[src/swf_pkg.sv]
package swf_pkg;

  // Register map
  typedef enum logic [0:0] {
    REG_SYNC_WORD   = 1'b0,
    REG_SAMPLES     = 1'b1
  } reg_idx_e;

  localparam int unsigned CfgDataWidth         = 32;
  localparam int unsigned SamplesWidth         = 9;
  localparam int unsigned DefMaxSamples        = 256;
  localparam logic [31:0] SyncWordReset        = 32'hFECA_FECA;
  localparam logic [8:0]  SamplesPerFrameReset = 9'd256;

  // Phase of the last byte in a four-byte sample group
  localparam logic [1:0] PhaseQLow = 2'd3;

  // Queue between classifier and unpacker
  localparam int unsigned QueueDepth = 2;

  // One payload byte as classified by the front end
  typedef struct packed {
    logic [7:0] data;
    logic [1:0] phase;
    logic [7:0] index;
    logic       last;
  } entry_t;

endpackage

[src/swf_front.sv]
module swf_front #(
  parameter int unsigned MaxSamples = swf_pkg::DefMaxSamples
) (
  input  logic                 clk_i,
  input  logic                 rst_ni,
  input  logic [31:0]          sync_word_i,
  input  logic [8:0]           samples_per_frame_i,
  input  logic                 accept_i,
  input  logic [7:0]           data_i,
  output logic                 push_o,
  output swf_pkg::entry_t      entry_o
);
  import swf_pkg::*;

  localparam int unsigned SnW  = (MaxSamples > 1) ? $clog2(MaxSamples) : 1;
  localparam int unsigned CmpW = (SnW + 1 > SamplesWidth) ? SnW + 1 : SamplesWidth;

  typedef enum logic [4:0] {
    ST_SYNC0   = 5'b00001,
    ST_SYNC1   = 5'b00010,
    ST_SYNC2   = 5'b00100,
    ST_SYNC3   = 5'b01000,
    ST_PAYLOAD = 5'b10000
  } hunt_e;

  hunt_e            state_q, state_d;
  logic [1:0]       phase_q, phase_d;
  logic [SnW-1:0]   sample_q, sample_d;
  logic [7:0]       exp_byte;
  logic [CmpW-1:0]  spf_ext, len, count1;
  logic             is_last;

  // Clamp frame length to 1..MaxSamples
  always_comb begin
    spf_ext = CmpW'(samples_per_frame_i);
    if (spf_ext == '0) begin
      len = CmpW'(1);
    end else if (spf_ext > CmpW'(MaxSamples)) begin
      len = CmpW'(MaxSamples);
    end else begin
      len = spf_ext;
    end
    count1  = CmpW'(sample_q) + CmpW'(1);
    is_last = (count1 >= len);
  end

  always_comb begin
    unique case (state_q)
      ST_SYNC0: exp_byte = sync_word_i[31:24];
      ST_SYNC1: exp_byte = sync_word_i[23:16];
      ST_SYNC2: exp_byte = sync_word_i[15:8];
      ST_SYNC3: exp_byte = sync_word_i[7:0];
      default:  exp_byte = '0;
    endcase
  end

  always_comb begin
    state_d  = state_q;
    phase_d  = phase_q;
    sample_d = sample_q;
    if (accept_i) begin
      unique case (state_q)
        ST_SYNC0: state_d = (data_i == exp_byte) ? ST_SYNC1 : ST_SYNC0;
        ST_SYNC1: state_d = (data_i == exp_byte) ? ST_SYNC2 : ST_SYNC0;
        ST_SYNC2: state_d = (data_i == exp_byte) ? ST_SYNC3 : ST_SYNC0;
        ST_SYNC3: begin
          if (data_i == exp_byte) begin
            state_d  = ST_PAYLOAD;
            phase_d  = '0;
            sample_d = '0;
          end else begin
            state_d = ST_SYNC0;
          end
        end
        ST_PAYLOAD: begin
          phase_d = phase_q + 2'd1;
          if (phase_q == PhaseQLow) begin
            if (is_last) begin
              state_d  = ST_SYNC0;
              sample_d = '0;
            end else begin
              sample_d = sample_q + SnW'(1);
            end
          end
        end
        default: state_d = ST_SYNC0;
      endcase
    end
  end

  always_ff @(posedge clk_i or negedge rst_ni) begin
    if (!rst_ni) begin
      state_q  <= ST_SYNC0;
      phase_q  <= '0;
      sample_q <= '0;
    end else begin
      state_q  <= state_d;
      phase_q  <= phase_d;
      sample_q <= sample_d;
    end
  end

  assign push_o        = accept_i && (state_q == ST_PAYLOAD);
  assign entry_o.data  = data_i;
  assign entry_o.phase = phase_q;
  assign entry_o.index = 8'(sample_q);
  assign entry_o.last  = is_last;

endmodule

[src/swf_queue.sv]
module swf_queue (
  input  logic             clk_i,
  input  logic             rst_ni,
  input  logic             push_i,
  input  swf_pkg::entry_t  entry_i,
  input  logic             pop_i,
  output swf_pkg::entry_t  entry_o,
  output logic             empty_o,
  output logic             full_o
);
  import swf_pkg::*;

  localparam int unsigned PtrW = (QueueDepth > 1) ? $clog2(QueueDepth) : 1;
  localparam int unsigned CntW = $clog2(QueueDepth + 1);

  entry_t            mem_q [QueueDepth];
  logic [PtrW-1:0]   wr_ptr_q, rd_ptr_q;
  logic [CntW-1:0]   count_q;

  function automatic logic [PtrW-1:0] ptr_inc(input logic [PtrW-1:0] p);
    logic [PtrW-1:0] r;
    r = (p == PtrW'(QueueDepth - 1)) ? '0 : p + PtrW'(1);
    return r;
  endfunction

  always_ff @(posedge clk_i) begin
    if (push_i) begin
      mem_q[wr_ptr_q] <= entry_i;
    end
  end

  always_ff @(posedge clk_i or negedge rst_ni) begin
    if (!rst_ni) begin
      wr_ptr_q <= '0;
      rd_ptr_q <= '0;
      count_q  <= '0;
    end else begin
      if (push_i) begin
        wr_ptr_q <= ptr_inc(wr_ptr_q);
      end
      if (pop_i) begin
        rd_ptr_q <= ptr_inc(rd_ptr_q);
      end
      if (push_i && !pop_i) begin
        count_q <= count_q + CntW'(1);
      end else if (pop_i && !push_i) begin
        count_q <= count_q - CntW'(1);
      end
    end
  end

  assign entry_o = mem_q[rd_ptr_q];
  assign empty_o = (count_q == '0);
  assign full_o  = (count_q == CntW'(QueueDepth));

endmodule

[src/swf_back.sv]
module swf_back (
  input  logic             clk_i,
  input  logic             rst_ni,
  input  swf_pkg::entry_t  entry_i,
  input  logic             empty_i,
  output logic             pop_o,
  output logic             out_valid_o,
  input  logic             out_stall_i,
  output logic [15:0]      i_sample_o,
  output logic [15:0]      q_sample_o,
  output logic [7:0]       sample_index_o,
  output logic             last_o
);
  import swf_pkg::*;

  logic [23:0] partial_q;
  logic        valid_q;
  logic [15:0] i_q, q_q;
  logic [7:0]  idx_q;
  logic        last_q;
  logic        out_free, emit;

  // Output slot can take a new sample if empty or being drained now
  assign out_free = !valid_q || !out_stall_i;
  assign pop_o    = !empty_i && ((entry_i.phase != PhaseQLow) || out_free);
  assign emit     = pop_o && (entry_i.phase == PhaseQLow);

  always_ff @(posedge clk_i) begin
    if (pop_o && !emit) begin
      partial_q <= {partial_q[15:0], entry_i.data};
    end
    if (emit) begin
      i_q    <= partial_q[23:8];
      q_q    <= {partial_q[7:0], entry_i.data};
      idx_q  <= entry_i.index;
      last_q <= entry_i.last;
    end
  end

  always_ff @(posedge clk_i or negedge rst_ni) begin
    if (!rst_ni) begin
      valid_q <= 1'b0;
    end else if (emit) begin
      valid_q <= 1'b1;
    end else if (!out_stall_i) begin
      valid_q <= 1'b0;
    end
  end

  assign out_valid_o    = valid_q;
  assign i_sample_o     = i_q;
  assign q_sample_o     = q_q;
  assign sample_index_o = idx_q;
  assign last_o         = last_q;

endmodule

[src/sync_word_iq_frame_deframer.sv]
// Sync-word frame aligner with I/Q unpacking. One received byte is taken per
// word on the input channel, one byte every cycle unless stalled. The
// classifier hunts for the four-byte sync word (first byte in
// sync_word[31:24]); a mismatching byte drops the hunt back to the first
// sync byte without being retested. After the sync word it counts
// samples_per_frame groups of four payload bytes (0 acts as 1, values above
// MaxSamples act as MaxSamples). Payload bytes pass through a two-entry
// queue to the unpacker, which builds I = {b0,b1} and Q = {b2,b3} and
// presents one output word per group with its index in the frame and a last
// flag; after the last group the hunt restarts. Input stall rises only when
// the queue is full, which takes a stalled output register plus two further
// payload bytes. Configuration writes take effect at the next edge and
// belong to idle periods.
module sync_word_iq_frame_deframer #(
  parameter int unsigned MaxSamples = swf_pkg::DefMaxSamples
) (
  input  logic        clk_i,
  input  logic        rst_ni,
  // configuration
  input  logic        cfg_we_i,
  input  logic [0:0]  cfg_index_i,
  input  logic [31:0] cfg_data_i,
  // byte input
  input  logic        in_valid_i,
  output logic        in_stall_o,
  input  logic [7:0]  data_byte_i,
  // sample output
  output logic        out_valid_o,
  input  logic        out_stall_i,
  output logic [15:0] i_sample_o,
  output logic [15:0] q_sample_o,
  output logic [7:0]  sample_index_o,
  output logic        last_o
);
  import swf_pkg::*;

  logic [31:0] sync_word_q;
  logic [8:0]  spf_q;
  logic        accept, push, pop, empty, full;
  entry_t      push_entry, head_entry;

  // Hold configuration registers
  always_ff @(posedge clk_i or negedge rst_ni) begin
    if (!rst_ni) begin
      sync_word_q <= SyncWordReset;
      spf_q       <= SamplesPerFrameReset;
    end else if (cfg_we_i) begin
      unique case (reg_idx_e'(cfg_index_i))
        REG_SYNC_WORD: sync_word_q <= cfg_data_i;
        REG_SAMPLES:   spf_q       <= cfg_data_i[8:0];
        default:       sync_word_q <= sync_word_q;
      endcase
    end
  end

  // Stall input only on a full queue
  assign in_stall_o = full;
  assign accept     = in_valid_i && !full;

  swf_front #(
    .MaxSamples(MaxSamples)
  ) u_front (
    .clk_i              (clk_i),
    .rst_ni             (rst_ni),
    .sync_word_i        (sync_word_q),
    .samples_per_frame_i(spf_q),
    .accept_i           (accept),
    .data_i             (data_byte_i),
    .push_o             (push),
    .entry_o            (push_entry)
  );

  swf_queue u_queue (
    .clk_i  (clk_i),
    .rst_ni (rst_ni),
    .push_i (push),
    .entry_i(push_entry),
    .pop_i  (pop),
    .entry_o(head_entry),
    .empty_o(empty),
    .full_o (full)
  );

  swf_back u_back (
    .clk_i         (clk_i),
    .rst_ni        (rst_ni),
    .entry_i       (head_entry),
    .empty_i       (empty),
    .pop_o         (pop),
    .out_valid_o   (out_valid_o),
    .out_stall_i   (out_stall_i),
    .i_sample_o    (i_sample_o),
    .q_sample_o    (q_sample_o),
    .sample_index_o(sample_index_o),
    .last_o        (last_o)
  );

endmodule

[config.mk]
export PLATFORM = sky130hd
export DESIGN_NAME = sync_word_iq_frame_deframer
export DESIGN_NICKNAME = d
export VERILOG_FILES = /design/src/swf_pkg.sv /design/src/swf_front.sv /design/src/swf_queue.sv /design/src/swf_back.sv /design/src/sync_word_iq_frame_deframer.sv
export SDC_FILE = /design/constraint.sdc
export NUM_CORES = 1
export LEC_CHECK = 0
export BUFFER_PORTS_ARGS = -buffer_cell sky130_fd_sc_hd__buf_2
export CORE_UTILIZATION = 55
export CTS_CLUSTER_DIAMETER = 120
export DETAILED_ROUTE_END_ITERATION = 6
export PLACE_DENSITY = 0.86
export SYNTH_ARGS = -nofsm -noshare
export SYNTH_HDL_FRONTEND = slang
export SYNTH_SLANG_ARGS = --single-unit
[constraint.sdc]
create_clock -name clk_i -period 6.7 [get_ports clk_i]
set_input_delay 0.335 -clock clk_i [delete_from_list [all_inputs] [get_ports clk_i]]
set_output_delay 0.335 -clock clk_i [all_outputs]
set_load 0.01 [all_outputs]
==> out/qor.txt, run 1 <==
Status - finished, violations left
Failing checks - design-rule violations
Vias - 3861
Cell breakdown of the critical path - ha_1, nand3_1, xnor2_1, ha_1, a21oi_1, nor2b_1, o21ai_0, o211ai_1, a31oi_1, or2_2, mux2_2
Dpl cell area - 7192 sq um
Clock transition at the registers of the reported paths - 0.07 ns
Area leader, netlist - edfxtp_1
RSZ-0062 raised after global routing - no
WL per Instance - 17.24 microns
H-tree levels - 4
Final min period - 2.912 ns
Max Clock Freq - 343.4 MHz
Post_cts resized - 0
TritonCTS Sinks - 164
Die width - 111.5 microns
Initial Utilization - 57.05%
Synth Cell Area - 6598 sq um
# rows - 39
Input/output buffers - 88
#FFs+latches synth - 164
Largest stage delay on the critical path - 0.47 ns
Postcts setup bufs - 0
Die ar. - 12440 sq um
Routed wire length - 11670 microns
Die Ht - 111.5 microns
CTS tree - yes
Initial antenna violation count - 0
Clk_lat worst skew - 0.43 ns
RePlAce Congestion - 0.7980
Net count after synthesis - 484
N_diodes - 0
Via density - 5.703
Crit share post-route - 43.46%
Synth top area share - 46.88%
Yosys cell types - 44
Reg-to-reg startpoint - u_front.sample_q[0]
Fin nets - 579
Share of cells above drive strength 1 - 40.82%
Number of remaining DRC errors - 9
Slowest CP cell - dfrtp_1
Total GRT Usage - 20.17%
Iter 0 DRT Violations - 310
Vias in the first global route - 3786
YS warnings - 0
Critical Path End Type - flop
# setup viols final - 0
Top cell by count, worst path - ha_1
Final HPWL DP - 7826 microns
First-pass GRT wire length - 18850 microns
Startpoint types - flop
Hold-fix buffers, CTS - 0
Layout area overhead - 18.17%
Synth area leaders - edfxtp_1, dfrtp_1, mux2_2
Measured slew at the worst slew-check pin - 1.124 ns
Pin count of the biggest net entering global routing - 62
Worst endpoint required time - 7.02 ns
Area of the core - 11560 sq um
Post-synthesis cell count - 426
Hold Path Class - in -> async
Post-route cell area - 7796 sq um
Max Cap Viol - 0
Fin Hold WS - 0.05946 ns
Async SR Flop Fraction - 37.20%
Clk_skew - 0.01105 ns
Post-DRT Antenna Nets - 0
Crit Path Max Fanout - 8
Rel. slew slack - 24.74%
Fin util - 67.41%
Remaining global-route overflow - 0
PD cells - 377.5 nW/um^2
Number of CTS-inserted buffers - 17
Clk buf depth - 2
Post-synth EDFFs - 103
Final TNS setup - 0 ns
Leakage - 0.003053 uW
Drt pass-1 iters - 7
Slew Limit Fails - 0
Worst path arrival time - 3.23 ns
Sequential area share after synthesis - 70.47%
Critical Path Source - u_front.sample_q[0]
Ys flop type - edfxtp_1
# IOs - 89
Worst vdd ir - 0.0001498 V
Root buf cell - clkbuf_16
Final Hold Fails - 0
Syn_area_per_cell - 15.49 sq um
Crit Path Class - reg -> reg
==> critical path: cells and delay by family, from the launching register on <==
family / cells / cell delay [ns]
compound gates: 4 / 0.82
fa+ha+maj: 2 / 0.53
flops: 1 / 0.47
simple gates: 3 / 0.40
mux: 1 / 0.35
xor+xnor: 1 / 0.24
==> cells in the mapped netlist (2+ instances only) <==
cell	count
a221oi_2	2
nor2_1	11
and3_1	2
nor4_1	2
ha_1	12
buf_1	5
nand3b_1	4
mux2_2	59
nand2_1	24
nor3_1	8
or3_1	4
and2_1	2
o22ai_1	7
clkbuf_1	8
nand4_1	4
buf_2	2
dfstp_2	24
a22oi_1	9
o21ai_0	6
edfxtp_1	103
o211ai_1	8
xnor2_1	15
dfrtp_1	37
nand3_1	19
nor2b_1	7
nand2b_1	2
a21oi_1	7
a32o_1	2
inv_1	10
xor2_1	4
a31oi_1	3
a21o_1	2
==> through the flow <==
step	std cells	power (uW)	worst slack (ns)
floorplan	426	1786	2.299
global placement	645	1958	3.919
detailed placement	645	1985	3.828
CTS	677	2969	3.794
global route	677	3065	3.620
finish	677	2943	3.788
==> layer usage <==
metal	wire length, microns	vias up	track usage, %
li1	-	1791	-
met1	4816	1880	24.60
met2	5834	165	33.21
met3	781	25	6.369
met4	240	0	8.919
met5	0	-	0
==> worst paths after layout <==
path / cells past startpoint / end / slack, ns
worst max-delay path: 11 / u_front.state_q[4] / 3.79
worst min-delay path: 2 / sync_word_q[20] / 0.06
worst max register to register: 11 / u_front.state_q[4] / 3.79
worst min register to register: 0 / u_back.i_sample_o[9] / 0.42
max in group asynchronous: 2 / u_front.sample_q[7] / 6.14
min in group clk_i: 1 / u_queue.mem_q[1][15] / 0.13
==> layout by cell type (no fill, tap or decap), types with 12 or more instances in the layout <==
cell type	instances
buf_2	88
clkbuf_16	17
dfrtp_1	37
dfstp_2	24
edfxtp_1	103
ha_1	12
mux2_2	59
nand2_1	24
nand3_1	19
xnor2_1	15
==> flip-flops by register name, summed over array words and instances (netlist names), 2 cells and up <==
name and flops:
u_front.phase_q 2, u_back.sample_index_o 8, u_front.sample_q 8, sync_word_q 32
spf_q 9, u_back.q_sample_o 16, u_queue.mem_q 38, u_front.state_q 5
u_back.i_sample_o 16, u_queue.count_q 2, u_back.partial_q 24
==> where the power goes <==
part           total, uW  internal, uW  switching, uW
logic                480           198            282
clock network        976           537            439
registers           1490          1380            106
total               2940          2120            828
==> area by class of cell <==
type / count / area (sq um)
well taps: 143 / 178.9
clock buffers: 17 / 425.4
fillers: 765 / 3769
multi-input cells: 235 / 1852
repair buffers: 92 / 470.5
clock inverters: 15 / 178.9
flip-flops and latches: 164 / 4649
inverters: 11 / 41.29
==> cells by family after synthesis <==
kind of cell    after synthesis  synth area share, %
compound gates               50                5.329
xor+xnor                     19                2.522
fa+ha+maj                    12                2.276
buf+inv                      27                1.688
flops                       164                70.47
mux                          59                10.07
simple gates                 95                7.643
Power figures use the tool's default switching activity.
==> run 2, diff against run 1 <==
- CORE_UTILIZATION: 55 -> 52
- PLACE_DENSITY: 0.86 -> 0.85
- clock period: 6.7 -> 2.6 ns (I/O delays scaled with it)
==> out/qor.txt, run 2 (synthesis results as in run 1) <==
Status - finished clean (was finished, violations left)
Clk_skew - 0.01114 ns (was 0.01105 ns)
# rows - 40 (was 39)
Hold Path Class - in -> async (unchanged)
Sequential power share - 49.3% (was 50.5%)
Die ar. - 13140 sq um (was 12440 sq um)
Most frequent cells in the layout - edfxtp_1, buf_2, mux2_2 (unchanged)
Total GRT Usage - 20.87% (was 20.17%)
TritonCTS Sinks - 164 (unchanged)
Biggest regs - u_queue.mem_q (38), sync_word_q (32), u_back.partial_q (24) (unchanged)
CTS tree - yes (unchanged)
Pint - 5613 uW (was 2116 uW)
Net Sw Frac - 26.99% (was 28.11%)
Final Hold Fails - 0 (unchanged)
WL per Instance - 16.87 microns (was 17.24 microns)
Commonest non-fill, non-tap cell in the layout - edfxtp_1 (unchanged)
Clk buf depth - 2 (unchanged)
Biggest register - u_queue.mem_q (unchanged)
Number of flip-flops under the largest register name - 38 (unchanged)
Crit Path Class - reg -> reg (unchanged)
Iter 0 DRT Violations - 219 (was 310)
Vias in the first global route - 4203 (was 3786)
Remaining global-route overflow - 0 (unchanged)
Clock power share - 32.4% (was 33.2%)
Fin Hold WS - 0.1608 ns (was 0.05946 ns)
Critical Path End Type - flop (unchanged)
Worst path arrival time - 2.91 ns (was 3.23 ns)
Area of the core - 12210 sq um (was 11560 sq um)
Final TNS setup - 0 ns (unchanged)
Leakage - 0.003352 uW (was 0.003053 uW)
Number of CTS-inserted buffers - 17 (unchanged)
Final min period - 2.552 ns (was 2.912 ns)
Layout area overhead - 29.02% (was 18.17%)
Via density - 5.342 (was 5.703)
Worst endpoint required time - 2.95 ns (was 7.02 ns)
Die Ht - 114.6 microns (was 111.5 microns)
Initial Utilization - 54.03% (was 57.05%)
Psw - 2075 uW (was 827.5 uW)
Pin count of the biggest net entering global routing - 33 (was 62)
Root buf cell - clkbuf_16 (unchanged)
RePlAce Congestion - 0.8533 (was 0.7980)
Slew Limit Fails - 0 (unchanged)
Crit share post-route - 98.15% (was 43.46%)
Input/output buffers - 88 (unchanged)
Max Cap Viol - 0 (unchanged)
Clk_lat worst skew - 0.42 ns (was 0.43 ns)
First-pass GRT wire length - 20290 microns (was 18850 microns)
PD cells - 903.1 nW/um^2 (was 377.5 nW/um^2)
# IOs - 89 (unchanged)
Fin nets - 640 (was 579)
Total power - 7687 uW (was 2943 uW)
RSZ-0062 raised after global routing - yes (was no)
Routed wire length - 12870 microns (was 11670 microns)
Drt pass-1 iters - 5 (was 7)
Vias - 4076 (was 3861)
Startpoint types - flop (unchanged)
Die width - 114.6 microns (was 111.5 microns)
N_diodes - 0 (unchanged)
# setup viols final - 0 (unchanged)
Clock transition at the registers of the reported paths - 0.07 ns (about the same)
Initial antenna violation count - 0 (unchanged)
Share of cells above drive strength 1 - 42.86% (was 40.82%)
Logic pwr share - 18.3% (was 16.3%)
Crit Path Max Fanout - 8 (unchanged)
Max Clock Freq - 391.8 MHz (was 343.4 MHz)
Worst vdd ir - 0.0004004 V (was 0.0001498 V)
H-tree levels - 4 (unchanged)
Post-DRT Antenna Nets - 0 (unchanged)
Final HPWL DP - 8471 microns (was 7826 microns)
Number of remaining DRC errors - 0 (was 9)
Measured slew at the worst slew-check pin - 0.5870 ns (was 1.124 ns)
Rel. slew slack - 60.82% (was 24.74%)
## run 2: critical path: stages, from the launching register on
cell	delay [ns]
dfrtp_2	0.48
or3_4	0.46
o22ai_1	0.24
a221oi_2	0.07
xnor2_1	0.13
or4_4	0.57
nor4_4	0.33
a32o_1	0.21
## run 2: area by class of cell
cell class,count,area (sq um)
Clock buffer,18,429.2
Clock inverter,14,170.2
Fill cell,810,3700
Inverter,11,41.29
Multi-Input combinational cell,235,1964
Sequential cell,164,4651
Tap cell,168,210.2
Timing Repair Buffer,153,1046
## run 2: path summary, 6_finish.rpt
check                           cells past startpoint            startpoint              endpoint  slack, ns
worst min register to register                      0  u_back.partial_q[16]  u_back.i_sample_o[8]       0.43
worst max-delay path                                7    u_front.state_q[2]    u_front.state_q[1]       0.05
max in group asynchronous                           3                rst_ni        sync_word_q[6]       1.70
worst min-delay path                                2                rst_ni       sync_word_q[20]       0.16
min in group clk_i                                  5            in_valid_i    u_front.phase_q[0]       0.28
worst max register to register                      7    u_front.state_q[2]    u_front.state_q[1]       0.05
## run 2: power by group through the flow
stage / Sequential (uW) / Clock (uW) / Combinational [uW]
4_1_cts: 3790 / 2530 / 1400
6_report: 3790 / 2490 / 1400
5_1_grt: 3850 / 2660 / 1520
3_3_place_gp: 3810 / 0 / 1300
2_1_floorplan: 3910 / 0 / 688
3_5_place_dp: 3840 / 0 / 1340
## run 2: metrics by stage
stage               instances  cell area [sq um]  setup WS, ns  utilization, %
finish                    763               8512       0.04799           69.70
global placement          686               7386       0.08485           60.48
CTS                       760               8408      0.009680           68.85
global route              763               8512      -0.03710           69.70
floorplan                 426               6645      -0.04025               -
detailed placement        686               7386      -0.02500           60.48
## run 2: timing repair
action                                 4_1_cts  5_1_grt
pin swaps                                    0       11
setup endpoints to repair                   11       16
gates resized for setup                      1       19
endpoints found under the hold margin       83        0
setup buffers                                0        3
cloned                                       0        0
hold buffers                                42        0
## run 2: layer usage
layer	track usage, %	vias to the layer above	routed length, microns
met5	0	-	0
li1	-	1929	-
met2	36.61	132	6731
met3	5.823	14	548
met1	24.58	2001	5435
met4	7.532	0	155
==> run 3, diff against run 2 <==
- ABC_AREA: unset -> 1
==> out/qor.txt, run 3 <==
Worst path arrival time - 2.85 ns (was 2.91 ns)
Drt pass-1 iters - 5 (unchanged)
First-pass GRT wire length - 22480 microns (was 20290 microns)
Ys flop type - edfxtp_1 (unchanged)
Max Clock Freq - 402.6 MHz (was 391.8 MHz)
Synth top area share - 44.97% (was 46.88%)
Vias - 4821 (was 4076)
Pin count of the biggest net entering global routing - 35 (was 33)
Routed wire length - 14350 microns (was 12870 microns)
Multi-input gate area - 2048 sq um (was 1964 sq um)
Post-synth EDFFs - 103 (unchanged)
Most frequent cells in the layout - nand2_1, edfxtp_1, buf_2 (was edfxtp_1, buf_2, mux2_2)
Remaining global-route overflow - 0 (unchanged)
Critical Path End Type - flop (unchanged)
Filler cells - 879 (was 810)
Clk_skew - 0.01376 ns (was 0.01114 ns)
Die width - 117.0 microns (was 114.6 microns)
Net count after synthesis - 633 (was 484)
CTS tree - yes (unchanged)
# IOs - 89 (unchanged)
Iter 0 DRT Violations - 339 (was 219)
Reg area - 4649 sq um (was 4651 sq um)
Input/output buffers - 88 (unchanged)
# setup viols final - 0 (unchanged)
# rows - 41 (was 40)
Synth area leaders - edfxtp_1, dfrtp_1, dfstp_2 (was edfxtp_1, dfrtp_1, mux2_2)
PD cells - 932.6 nW/um^2 (was 903.1 nW/um^2)
Total GRT Usage - 22.33% (was 20.87%)
Yosys cell types - 38 (was 44)
Synth Cell Area - 6878 sq um (was 6598 sq um)
Measured slew at the worst slew-check pin - 0.9898 ns (was 0.5870 ns)
Commonest cells in the netlist - nand2_1, edfxtp_1, nand4_1, inv_1, nor2_1 (was edfxtp_1, mux2_2, dfrtp_1, dfstp_2, nand2_1)
Worst endpoint required time - 2.96 ns (was 2.95 ns)
Reg-to-reg startpoint - u_front.sample_q[1] (was u_front.state_q[2])
Number of CTS-inserted buffers - 17 (unchanged)
Die ar. - 13690 sq um (was 13140 sq um)
WL per Instance - 15.69 microns (was 16.87 microns)
Post-DRT Antenna Nets - 0 (unchanged)
Syn_area_per_cell - 11.96 sq um (was 15.49 sq um)
Clk_lat worst skew - 0.44 ns (was 0.42 ns)
Die Ht - 117.0 microns (was 114.6 microns)
Commonest non-fill, non-tap cell in the layout - nand2_1 (was edfxtp_1)
RSZ-0062 raised after global routing - yes (unchanged)
Number of remaining DRC errors - 0 (unchanged)
Area of the core - 12770 sq um (was 12210 sq um)
Vias in the first global route - 4680 (was 4203)
Startpoint types - flop (unchanged)
Biggest regs - u_queue.mem_q (38), sync_word_q (32), u_back.partial_q (24) (unchanged)
RePlAce Congestion - 0.8467 (was 0.8533)
Via density - 5.269 (was 5.342)
Crit share post-route - 95.52% (was 98.15%)
Initial Utilization - 53.84% (was 54.03%)
#FFs+latches synth - 164 (unchanged)
Final worst slack - 0.1164 ns (was 0.04799 ns)
TritonCTS Sinks - 164 (unchanged)
Crit Path Class - reg -> reg (unchanged)
N_diodes - 0 (unchanged)
Root buf cell - clkbuf_16 (unchanged)
Final min period - 2.484 ns (was 2.552 ns)
Most frequent cell after synthesis - nand2_1 (was edfxtp_1)
Crit Path Max Fanout - 10 (was 8)
Final TNS setup - 0 ns (unchanged)
Fin nets - 788 (was 640)
YS warnings - 0 (unchanged)
Clock transition at the registers of the reported paths - 0.06 ns (was 0.07 ns)
Initial antenna violation count - 0 (unchanged)
H-tree levels - 4 (unchanged)
Rel. slew slack - 33.86% (was 60.82%)
Area leader, netlist - edfxtp_1 (unchanged)
Slew Limit Fails - 0 (unchanged)
Leakage - 0.003731 uW (was 0.003352 uW)
Final HPWL DP - 9062 microns (was 8471 microns)
Async SR Flop Fraction - 37.20% (unchanged)
Final Hold Fails - 0 (unchanged)
Layout area overhead - 26.63% (was 29.02%)
Critical Path Source - u_front.sample_q[1] (was u_front.state_q[2])
Hold Startpoint - cfg_data_i[4]
Worst vdd ir - 0.0005180 V (was 0.0004004 V)
Post-synthesis cell count - 575 (was 426)
Hold Path Class - in -> reg (was in -> async)
Biggest register - u_queue.mem_q (unchanged)
Sequential area share after synthesis - 67.60% (was 70.47%)
Max Cap Viol - 0 (unchanged)
Clk buf depth - 2 (unchanged)
Pre-CTS setup slack - 0.04127 ns (was -0.02500 ns)
Share of cells above drive strength 1 - 30.55% (was 42.86%)
Status - finished clean (unchanged)
Number of flip-flops under the largest register name - 38 (unchanged)
==> run 3: cell count changes in the layout (fill, tap and decap cells not counted), sizes merged, moves of 13 or more <==
cell	change
mux2	-42
nand4	+35
nand2	+120
inv	+34
o21ai	+38
nor2	+36
xnor2	-13
==> run 3: layout make-up <==
cell class / count / share of cell area, %
clock buffers: 18 / 4.927
repair buffers: 152 / 11.91
clock inverters: 14 / 1.896
multi-input cells: 351 / 23.52
well taps: 172 / 2.471
flip-flops and latches: 164 / 53.38
inverters: 44 / 1.896
==> run 3: path summary, 6_finish.rpt <==
path,end,slack [ns],depth (start not counted)
setup / recovery,u_front.sample_q[1],0.12,13
hold / removal,sync_word_q[4],0.04,3
setup reg to reg,u_front.sample_q[1],0.12,13
min in group asynchronous,sync_word_q[21],0.30,2
hold reg to reg,u_back.i_sample_o[14],0.42,0
max in group asynchronous,u_front.state_q[0],1.40,3
==> run 3: metrics by stage <==
step           total power, uW  utilization (%)  instances  hold WS, ns  cell area, sq um
2_1_floorplan             4878                -        575      -0.1656              6883
3_3_place_gp              5454            59.63        838       0.1976              7617
3_5_place_dp              5569            59.63        838       0.2138              7617
4_1_cts                   8138            67.50        911      0.01470              8622
5_1_grt                   8513            68.18        915      0.04085              8710
6_report                  8122            68.18        915      0.03983              8710
==> run 3: power breakdown <==
part / internal (uW) / total (uW) / switching, uW
Sequential: 3660 / 3930 / 263
Clock: 1440 / 2510 / 1070
Combinational: 619 / 1690 / 1070
Total: 5730 / 8120 / 2400
==> run 3: cells by family after synthesis <==
logic type	share of synthesized area (%)
AO/OA/AOI/OAI	5.003
XOR/XNOR	0.8914
adder cells (fa/ha/maj)	2.183
buffers and inverters	3.620
flip-flops	67.60
multiplexers	2.783
AND/OR/NAND/NOR	17.92
==> run 3: repair_timing <==
action,in CTS,in global routing
endpoints found under the setup margin,0,13
endpoints found under the hold margin,70,0
resized for setup,0,11
buffers inserted,0,3
hold buffers,41,0
==> run 3: metal layers <==
layer	GRT usage (%)	wire length, microns	vias up
met4	9.114	283	0
met5	0	0	-
li1	-	-	2304
met3	5.098	748	32
met1	26.11	5862	2303
met2	39.80	7457	182
==> run 3: worst max-delay path, cell delays in order, from the launching register on <==
cell and delay [ns]:
dfrtp_1 0.41, ha_2 0.21, nand2_1 0.06, inv_2 0.07, nand4_1 0.12, xor2_1 0.19
ha_1 0.33, a21oi_1 0.18, o21a_1 0.14, o2111ai_2 0.12, buf_4 0.19, nor3b_1 0.18
nand4_1 0.11, nand2_1 0.11
